`src/rtl/core/normalized_sq_distance_core_assert.svh`:
```
// assertion helpers for the distance core, clocked on clk and held off during rst
`ifndef NORMALIZED_SQ_DISTANCE_CORE_ASSERT_SVH
`define NORMALIZED_SQ_DISTANCE_CORE_ASSERT_SVH

// same-cycle implication
`define NSD_ASSERT_IMP(label, ante, cons, msg) \
  label: assert property (@(posedge clk) disable iff (rst) (ante) |-> (cons)) else $error(msg);

// next-cycle implication
`define NSD_ASSERT_NXT(label, ante, cons, msg) \
  label: assert property (@(posedge clk) disable iff (rst) (ante) |=> (cons)) else $error(msg);

`endif

```
`src/rtl/core/nsd_pkg.sv`:
```
package nsd_pkg;

  localparam int COUNT_W  = 16;
  localparam int DIST_W   = 32;
  localparam int TOTAL_W  = 30;
  localparam int SUM_W    = 46;
  localparam int PROD_W   = 2 * TOTAL_W;
  localparam int TERM_W   = SUM_W + PROD_W;
  localparam int NUM_W    = TERM_W + 1;
  localparam int DEN_W    = 2 * PROD_W;
  // remainder doubles before compare, saturation check compares against 4 * den
  localparam int UNIT_W   = DEN_W + 3;
  localparam int STEP_W   = 7;

  localparam int DEFAULT_COUNT_BITS = 16;

  localparam logic [STEP_W-1:0] STEPS_MUL_SHORT = STEP_W'(TOTAL_W);
  localparam logic [STEP_W-1:0] STEPS_MUL_LONG  = STEP_W'(PROD_W);
  localparam logic [STEP_W-1:0] STEPS_DIV       = STEP_W'(DIST_W);
  localparam logic [STEP_W-1:0] STEPS_SINGLE    = STEP_W'(1);

  typedef enum logic [1:0] {
    OP_MUL,
    OP_DIV,
    OP_ADD,
    OP_SUB
  } nsd_op_t;

  typedef struct packed {
    logic                start;
    nsd_op_t             op;
    logic [STEP_W-1:0]   steps;
    logic [UNIT_W-1:0]   a;
    logic [UNIT_W-1:0]   b;
  } nsd_cmd_t;

  typedef struct packed {
    logic                busy;
    logic                done;
    logic                carry;
    logic [UNIT_W-1:0]   acc;
    logic [DIST_W-1:0]   quot;
  } nsd_stat_t;

endpackage

```
`src/rtl/core/nsd_wide_unit.sv`:
```
// shared wide adder driven as shift-add multiplier, restoring divider or single add/sub
module nsd_wide_unit (
  input  logic              clk,
  input  logic              rst,
  input  nsd_pkg::nsd_cmd_t cmd,
  output nsd_pkg::nsd_stat_t stat
);

  localparam int W = nsd_pkg::UNIT_W;

  logic                       busy;
  logic                       done;
  logic [nsd_pkg::STEP_W-1:0] cnt;
  nsd_pkg::nsd_op_t           op;
  logic [W-1:0]               acc;
  logic [W-1:0]               opx;
  logic [W-1:0]               opy;
  logic                       carry;

  logic [W-1:0] a_in;
  logic [W-1:0] b_in;
  logic         sub;
  logic [W:0]   sum;

  always_comb begin
    unique case (op)
      nsd_pkg::OP_MUL: begin
        a_in = {acc[W-2:0], 1'b0};
        b_in = opy[W-1] ? opx : '0;
        sub  = 1'b0;
      end
      nsd_pkg::OP_DIV: begin
        // shift next dividend bit into the remainder
        a_in = {acc[W-2:0], opy[W-1]};
        b_in = opx;
        sub  = 1'b1;
      end
      nsd_pkg::OP_ADD: begin
        a_in = acc;
        b_in = opx;
        sub  = 1'b0;
      end
      nsd_pkg::OP_SUB: begin
        a_in = acc;
        b_in = opx;
        sub  = 1'b1;
      end
    endcase
    sum = {1'b0, a_in} + {1'b0, b_in ^ {W{sub}}} + (W+1)'(sub);
  end

  always_ff @(posedge clk) begin
    if (rst) begin
      busy <= 1'b0;
      done <= 1'b0;
      cnt  <= '0;
    end else begin
      done <= 1'b0;
      if (cmd.start) begin
        busy <= 1'b1;
        cnt  <= cmd.steps;
      end else if (busy) begin
        if (cnt == nsd_pkg::STEPS_SINGLE) begin
          busy <= 1'b0;
          done <= 1'b1;
        end
        cnt <= cnt - nsd_pkg::STEPS_SINGLE;
      end
    end
  end

  always_ff @(posedge clk) begin
    if (cmd.start) begin
      op <= cmd.op;
      unique case (cmd.op)
        nsd_pkg::OP_MUL: begin
          acc <= '0;
          opx <= cmd.a;
          opy <= cmd.b;
        end
        nsd_pkg::OP_DIV: begin
          // top of the dividend is already below the divisor
          acc <= cmd.a >> 2;
          opx <= cmd.b;
          opy <= cmd.a << (W - 2);
        end
        nsd_pkg::OP_ADD, nsd_pkg::OP_SUB: begin
          acc <= cmd.a;
          opx <= cmd.b;
          opy <= '0;
        end
      endcase
    end else if (busy) begin
      carry <= sum[W];
      unique case (op)
        nsd_pkg::OP_MUL: begin
          acc <= sum[W-1:0];
          opy <= {opy[W-2:0], 1'b0};
        end
        nsd_pkg::OP_DIV: begin
          acc <= sum[W] ? sum[W-1:0] : a_in;
          opy <= {opy[W-2:0], sum[W]};
        end
        nsd_pkg::OP_ADD, nsd_pkg::OP_SUB: begin
          acc <= sum[W-1:0];
        end
      endcase
    end
  end

  assign stat.busy  = busy;
  assign stat.done  = done;
  assign stat.carry = carry;
  assign stat.acc   = acc;
  assign stat.quot  = opy[nsd_pkg::DIST_W-1:0];

endmodule

```
`src/rtl/core/normalized_sq_distance_core.sv`:
```
// Squared distance of two normalised count tables. Each word carries one count of either
// table; the core takes it in and steps through MAC_AA, MAC_AB and MAC_BB on it (one small
// multiplier forms a*a, a*b and b*b in turn) and takes no new pair until back in IDLE. On
// the word marked tlast the core runs the closing arithmetic on one shared 123-bit adder:
// three 30-step and four 60-step shift-add products, two subtracts, one add and a 32-step
// restoring division, during which s_tready stays low. A zero total skips that work and
// goes straight to the result with the flag set. The result word waits in an output
// register; the next table may start streaming while it is unclaimed.
module normalized_sq_distance_core #(
  parameter int COUNT_BITS = nsd_pkg::DEFAULT_COUNT_BITS
) (
  input  logic        clk,
  input  logic        rst,
  input  logic        s_tvalid,
  output logic        s_tready,
  input  logic [31:0] s_tdata,  // first_count[15:0], second_count[31:16]
  input  logic        s_tlast,  // last_pair
  output logic        m_tvalid,
  input  logic        m_tready,
  output logic [31:0] m_tdata,  // distance[31:0]
  output logic        m_tuser   // zero_total
);

  localparam int TW = nsd_pkg::TOTAL_W;
  localparam int SW = nsd_pkg::SUM_W;
  localparam int UW = nsd_pkg::UNIT_W;

  typedef enum logic [3:0] {
    IDLE,
    MAC_AA,
    MAC_AB,
    MAC_BB,
    JOB_T1,
    JOB_T2,
    JOB_T3,
    JOB_P1,
    JOB_P2,
    JOB_M,
    JOB_D,
    JOB_SUM,
    JOB_NUM,
    JOB_SAT,
    JOB_DIV,
    FINISH
  } state_t;

  state_t state;
  logic   launch;

  logic [COUNT_BITS-1:0] cnt_a;
  logic [COUNT_BITS-1:0] cnt_b;
  logic                  last;

  logic [TW-1:0] s1;
  logic [TW-1:0] s2;
  logic [SW-1:0] saa;
  logic [SW-1:0] sab;
  logic [SW-1:0] sbb;

  logic [nsd_pkg::PROD_W-1:0] t1;
  logic [nsd_pkg::PROD_W-1:0] t2;
  logic [nsd_pkg::PROD_W-1:0] t3;
  logic [nsd_pkg::NUM_W-1:0]  p1;
  logic [nsd_pkg::TERM_W-1:0] p2;
  logic [nsd_pkg::TERM_W-1:0] m;
  logic [nsd_pkg::DEN_W-1:0]  d;
  logic [nsd_pkg::NUM_W-1:0]  n;

  logic [nsd_pkg::DIST_W-1:0] dist_hold;
  logic                       zero_hold;

  logic [COUNT_BITS-1:0]   mul_x;
  logic [COUNT_BITS-1:0]   mul_y;
  logic [2*COUNT_BITS-1:0] mul_p;

  nsd_pkg::nsd_cmd_t  cmd;
  nsd_pkg::nsd_stat_t stat;

  assign s_tready = (state == IDLE);

  // one small multiplier shared by the three pair products
  always_comb begin
    mul_x = (state == MAC_BB) ? cnt_b : cnt_a;
    mul_y = (state == MAC_AA) ? cnt_a : cnt_b;
    mul_p = mul_x * mul_y;
  end

  always_comb begin
    cmd.start = launch;
    cmd.op    = nsd_pkg::OP_MUL;
    cmd.steps = nsd_pkg::STEPS_MUL_SHORT;
    cmd.a     = '0;
    cmd.b     = '0;
    // multipliers go in left-justified, bit-serial from the top
    unique case (state)
      JOB_T1: begin
        cmd.a = UW'(s1);
        cmd.b = UW'(s1) << (UW - TW);
      end
      JOB_T2: begin
        cmd.a = UW'(s2);
        cmd.b = UW'(s2) << (UW - TW);
      end
      JOB_T3: begin
        cmd.a = UW'(s1);
        cmd.b = UW'(s2) << (UW - TW);
      end
      JOB_P1: begin
        cmd.steps = nsd_pkg::STEPS_MUL_LONG;
        cmd.a     = UW'(saa);
        cmd.b     = UW'(t2) << (UW - nsd_pkg::PROD_W);
      end
      JOB_P2: begin
        cmd.steps = nsd_pkg::STEPS_MUL_LONG;
        cmd.a     = UW'(sbb);
        cmd.b     = UW'(t1) << (UW - nsd_pkg::PROD_W);
      end
      JOB_M: begin
        cmd.steps = nsd_pkg::STEPS_MUL_LONG;
        cmd.a     = UW'(sab);
        cmd.b     = UW'(t3) << (UW - nsd_pkg::PROD_W);
      end
      JOB_D: begin
        cmd.steps = nsd_pkg::STEPS_MUL_LONG;
        cmd.a     = UW'(t1);
        cmd.b     = UW'(t2) << (UW - nsd_pkg::PROD_W);
      end
      JOB_SUM: begin
        cmd.op    = nsd_pkg::OP_ADD;
        cmd.steps = nsd_pkg::STEPS_SINGLE;
        cmd.a     = UW'(p1);
        cmd.b     = UW'(p2);
      end
      JOB_NUM: begin
        cmd.op    = nsd_pkg::OP_SUB;
        cmd.steps = nsd_pkg::STEPS_SINGLE;
        cmd.a     = UW'(p1);
        cmd.b     = UW'(m) << 1;
      end
      JOB_SAT: begin
        // quotient overflows 32 bits exactly when num >= 4 * den
        cmd.op    = nsd_pkg::OP_SUB;
        cmd.steps = nsd_pkg::STEPS_SINGLE;
        cmd.a     = UW'(n);
        cmd.b     = UW'(d) << 2;
      end
      JOB_DIV: begin
        cmd.op    = nsd_pkg::OP_DIV;
        cmd.steps = nsd_pkg::STEPS_DIV;
        cmd.a     = UW'(n);
        cmd.b     = UW'(d);
      end
      default: begin
        cmd.op = nsd_pkg::OP_MUL;
      end
    endcase
  end

  nsd_wide_unit u_unit (
    .clk  (clk),
    .rst  (rst),
    .cmd  (cmd),
    .stat (stat)
  );

  always_ff @(posedge clk) begin
    if (rst) begin
      state    <= IDLE;
      launch   <= 1'b0;
      m_tvalid <= 1'b0;
      s1       <= '0;
      s2       <= '0;
      saa      <= '0;
      sab      <= '0;
      sbb      <= '0;
    end else begin
      launch <= 1'b0;
      if (m_tvalid && m_tready) begin
        m_tvalid <= 1'b0;
      end
      unique case (state)
        IDLE: begin
          if (s_tvalid) begin
            cnt_a <= s_tdata[COUNT_BITS-1:0];
            cnt_b <= s_tdata[nsd_pkg::COUNT_W+COUNT_BITS-1:nsd_pkg::COUNT_W];
            last  <= s_tlast;
            state <= MAC_AA;
          end
        end
        MAC_AA: begin
          s1    <= s1 + TW'(cnt_a);
          s2    <= s2 + TW'(cnt_b);
          saa   <= saa + SW'(mul_p);
          state <= MAC_AB;
        end
        MAC_AB: begin
          sab   <= sab + SW'(mul_p);
          state <= MAC_BB;
        end
        MAC_BB: begin
          sbb <= sbb + SW'(mul_p);
          if (!last) begin
            state <= IDLE;
          end else if (s1 == '0 || s2 == '0) begin
            dist_hold <= '0;
            zero_hold <= 1'b1;
            state     <= FINISH;
          end else begin
            zero_hold <= 1'b0;
            launch    <= 1'b1;
            state     <= JOB_T1;
          end
        end
        JOB_T1: begin
          if (stat.done) begin
            t1     <= stat.acc[nsd_pkg::PROD_W-1:0];
            launch <= 1'b1;
            state  <= JOB_T2;
          end
        end
        JOB_T2: begin
          if (stat.done) begin
            t2     <= stat.acc[nsd_pkg::PROD_W-1:0];
            launch <= 1'b1;
            state  <= JOB_T3;
          end
        end
        JOB_T3: begin
          if (stat.done) begin
            t3     <= stat.acc[nsd_pkg::PROD_W-1:0];
            launch <= 1'b1;
            state  <= JOB_P1;
          end
        end
        JOB_P1: begin
          if (stat.done) begin
            p1     <= stat.acc[nsd_pkg::NUM_W-1:0];
            launch <= 1'b1;
            state  <= JOB_P2;
          end
        end
        JOB_P2: begin
          if (stat.done) begin
            p2     <= stat.acc[nsd_pkg::TERM_W-1:0];
            launch <= 1'b1;
            state  <= JOB_M;
          end
        end
        JOB_M: begin
          if (stat.done) begin
            m      <= stat.acc[nsd_pkg::TERM_W-1:0];
            launch <= 1'b1;
            state  <= JOB_D;
          end
        end
        JOB_D: begin
          if (stat.done) begin
            d      <= stat.acc[nsd_pkg::DEN_W-1:0];
            launch <= 1'b1;
            state  <= JOB_SUM;
          end
        end
        JOB_SUM: begin
          if (stat.done) begin
            p1     <= stat.acc[nsd_pkg::NUM_W-1:0];
            launch <= 1'b1;
            state  <= JOB_NUM;
          end
        end
        JOB_NUM: begin
          if (stat.done) begin
            if (!stat.carry) begin
              // negative numerator after a wrap reads as zero
              dist_hold <= '0;
              state     <= FINISH;
            end else begin
              n      <= stat.acc[nsd_pkg::NUM_W-1:0];
              launch <= 1'b1;
              state  <= JOB_SAT;
            end
          end
        end
        JOB_SAT: begin
          if (stat.done) begin
            if (stat.carry) begin
              dist_hold <= '1;
              state     <= FINISH;
            end else begin
              launch <= 1'b1;
              state  <= JOB_DIV;
            end
          end
        end
        JOB_DIV: begin
          if (stat.done) begin
            dist_hold <= stat.quot;
            state     <= FINISH;
          end
        end
        FINISH: begin
          if (!m_tvalid || m_tready) begin
            m_tvalid <= 1'b1;
            m_tdata  <= dist_hold;
            m_tuser  <= zero_hold;
            s1       <= '0;
            s2       <= '0;
            saa      <= '0;
            sab      <= '0;
            sbb      <= '0;
            state    <= IDLE;
          end
        end
      endcase
    end
  end

`include "normalized_sq_distance_core_assert.svh"

  `NSD_ASSERT_IMP(a_ready_unit_idle, s_tready, !stat.busy, "word taken while unit busy")
  `NSD_ASSERT_NXT(a_accept_holds_off, s_tvalid && s_tready, !s_tready, "back-to-back accept")
  `NSD_ASSERT_NXT(a_start_busy, cmd.start, stat.busy, "unit ignored start")
  `NSD_ASSERT_IMP(a_zero_flag_dist, m_tvalid && m_tuser, m_tdata == '0, "zero total with distance")

endmodule

```
`config.mk`:
```
export PLATFORM = sky130hd
export DESIGN_NAME = normalized_sq_distance_core
export DESIGN_NICKNAME = d
export VERILOG_FILES = /design/src/rtl/core/nsd_pkg.sv /design/src/rtl/core/nsd_wide_unit.sv /design/src/rtl/core/normalized_sq_distance_core.sv
export VERILOG_INCLUDE_DIRS = /design/src /design/src/rtl/core
export SDC_FILE = /design/constraint.sdc
export NUM_CORES = 2
export LEC_CHECK = 0
export BUFFER_PORTS_ARGS = -buffer_cell sky130_fd_sc_hd__buf_2
export CAP_MARGIN = 0
export CELL_PAD_IN_SITES_DETAIL_PLACEMENT = 0
export CELL_PAD_IN_SITES_GLOBAL_PLACEMENT = 1
export CORE_ASPECT_RATIO = 0.9
export CORE_MARGIN = 2
export CORE_UTILIZATION = 52
export CTS_BUF_LIST = sky130_fd_sc_hd__clkbuf_4
export CTS_CLUSTER_SIZE = 24
export DETAILED_ROUTE_END_ITERATION = 12
export MAX_ROUTING_LAYER = met4
export PLACE_DENSITY_LB_ADDON = 0.1
export SETUP_SLACK_MARGIN = 0.5
export SYNTH_ARGS = -nofsm -noshare
export SYNTH_HDL_FRONTEND = slang
export SYNTH_SLANG_ARGS = --single-unit
```
`constraint.sdc`:
```
create_clock -name clk -period 41.7 [get_ports clk]
set_input_delay 8.34 -clock clk [delete_from_list [all_inputs] [get_ports clk]]
set_output_delay 8.34 -clock clk [all_outputs]
set_load 0.01 [all_outputs]
```
==> metrics.cfg <==
[global_route]
grt_max_degree=158
grt_pass1_vias=59400
grtUsageTotal_pct=33.9
antenna_found_initial=6
grt_pass1_wl_um=388000
overflow=0

[sta]
fin_crit_ns=12.34
relSlewSlack_pct=18.4
setup_viol=0
fin_setup_tns_ns=0
whs_ns=0.382
worstMarginPinSlew_ns=1.20
slew_violations=0
finClkSkew_ns=0.109
final_min_period_over_clock_period_pct=29.6
hold_violations=0
rsz0062_at_grt=no
fmax_ghz=0.0810

[cts]
clock_path_buffers=4
cts.sinks=1410
clkSlewWorstSetupHoldPaths_ns=0.06
cts_buffers=376
cts-root-buf=clkbuf_4
cts_hold_buf=0
h-tree-depth=5
cts_resized=0
cts_setup_buffers=0
insertion_delay_ns=1.34
cts_tree=yes

[placement]
port_buffers=71
dp_hpwl_um=178000
dp_cells=8987
gp_congestion=0.990

[worst_setup_path]
critPathKind=reg2reg
cp-end-kind=flop
arrival_ns=13.56
cp_max_fo=43
worst_ep_required_time_ns=42.92
crit_slowest_cell=a211oi_1
crit_top_cell=fa_1
start_kind=flop
slowest_delay_ns=0.90

[status]
outcome=finished, final reports clean

[logic_synthesis]
synth_top_area_share_pct=44.8
ys_types=86
synth_top_cell_by_area=edfxtp_1
yosys_warnings=0
postSynthCellCount=7222
seq_area_frac_synth_pct=50.1
ys_top_cells_by_count=edfxtp_1, nand2_1, a21oi_1
synth-seq-cells=1410
synth_edf_count=1197
synth.most_common_cell=edfxtp_1
netlist_area_um2=80200
synth_flop_cell=edfxtp_1
synthesis.nets=7822
syn_avg_cell_area_um2=11.1
yosys-top-cells-area=edfxtp_1, ha_1, dfxtp_1
synth-async-reset-ratio_pct=0

[routing]
routed_via_density=6.44
drc_errors=0
firstDrtPassIters=9
drt-total-wl_um=262000
drtIter0Drc=7834
num_vias=62000
final_antenna_net_count=0
post_drt_wl_per_cell_um=27.2

[floorplan]
die-area_um2=157000
die_h_um=377
start_util_pct=52.4
die_w_um=418
core_area_um2=153000
rows=136
pin_count=72

[final_layout]
fillerInstances=13200
drive_gt1_share_pct=14.0
fin_nets=7964
fin_util_pct=56.9
fin_cells=9616
synthToLayoutAreaGrowth_pct=8.47

[min_path]
hp-class=reg2reg

[job]
cap_violations=0

-- cell type report --
type,instances,area [um2],area share (%)
clock inverter,98,470,0.541
sequential,1410,40200,46.2
timing repair buffer,177,1240,1.43
tap,2001,2500,2.88
clock buffer,526,3950,4.54
multi-input combinational,5067,37400,42.9
antenna,5,12.5,0.0144
inverter,332,1250,1.44
-- through the flow --
stage               cell area (um2)  setup WS (ns)
floorplan                     80200          21.96
global placement              82600          29.56
detailed placement            82600          29.47
CTS                           87000          29.48
global route                  87000          28.39
finish                        87000          29.36
-- layout by cell type (no fill, tap or decap), types with 73 or more instances in the layout --
master / instances
mux2_2: 244
nor2_1: 513
clkbuf_4: 526
a21o_1: 145
ha_1: 363
a21oi_1: 560
a222oi_1: 145
nand3_1: 186
edfxtp_1: 1197
nand4_1: 83
a22oi_1: 297
dfxtp_1: 212
nor2b_1: 92
buf_4: 100
mux2i_1: 134
nor3_1: 76
xor2_1: 109
fa_1: 200
clkinv_1: 73
o21ai_0: 226
inv_1: 331
a22o_1: 78
xnor2_1: 179
nand2_1: 662
-- worst max-delay path, delay by kind of cell (launching register included) --
kind	cells	cell delay [ns]
DFF	1	0.77
adders and majority gates	8	3.83
AOI/OAI and AO/OA	13	4.15
and+or+nand+nor	9	1.88
buffers and inverters	5	0.82
muxes	1	0.77
-- flip-flops by register name (all words and copies together), names as in the netlist, 46 cells and up --
name	cells
saa	46
d	120
u_unit.opx	123
p2	106
n	107
m	106
u_unit.acc	123
sab	46
t1	60
p1	107
t2	60
u_unit.opy	123
sbb	46
t3	60
-- layer usage --
layer	vias to the layer above	part of all wire [%]	GRT usage, %
met2	3152	42	46.9
met3	487	10	7.83
met5	-	0	-
met1	30700	44	48.7
met4	0	3.3	11.7
li1	27600	-	-
-- cell families after synthesis --
family | after synthesis | synth area share [%]
adders and majority gates | 563 | 10.7
buffers and inverters | 745 | 3.60
and+or+nand+nor | 1899 | 10.8
AOI/OAI and AO/OA | 1936 | 16.5
other | 1 | 0.00468
DFF | 1410 | 50.1
muxes | 380 | 5.12
xor gates and xnor gates | 288 | 3.15
-- final timing paths --
| path | slack [ns] | start | end | cells after the start |
|---|---|---|---|---|
| worst max register to register | 29.36 | state[1] | saa[45] | 36 |
| worst min-delay path | 0.38 | dist_hold[7] | m_tdata[7] | 0 |
| worst min register to register | 0.38 | dist_hold[7] | m_tdata[7] | 0 |
| worst max-delay path | 29.36 | state[1] | saa[45] | 36 |
Power is left out: the tool's default activity adds up to more than one toggle a clock period on the data nets, which glitch-free logic cannot reach.
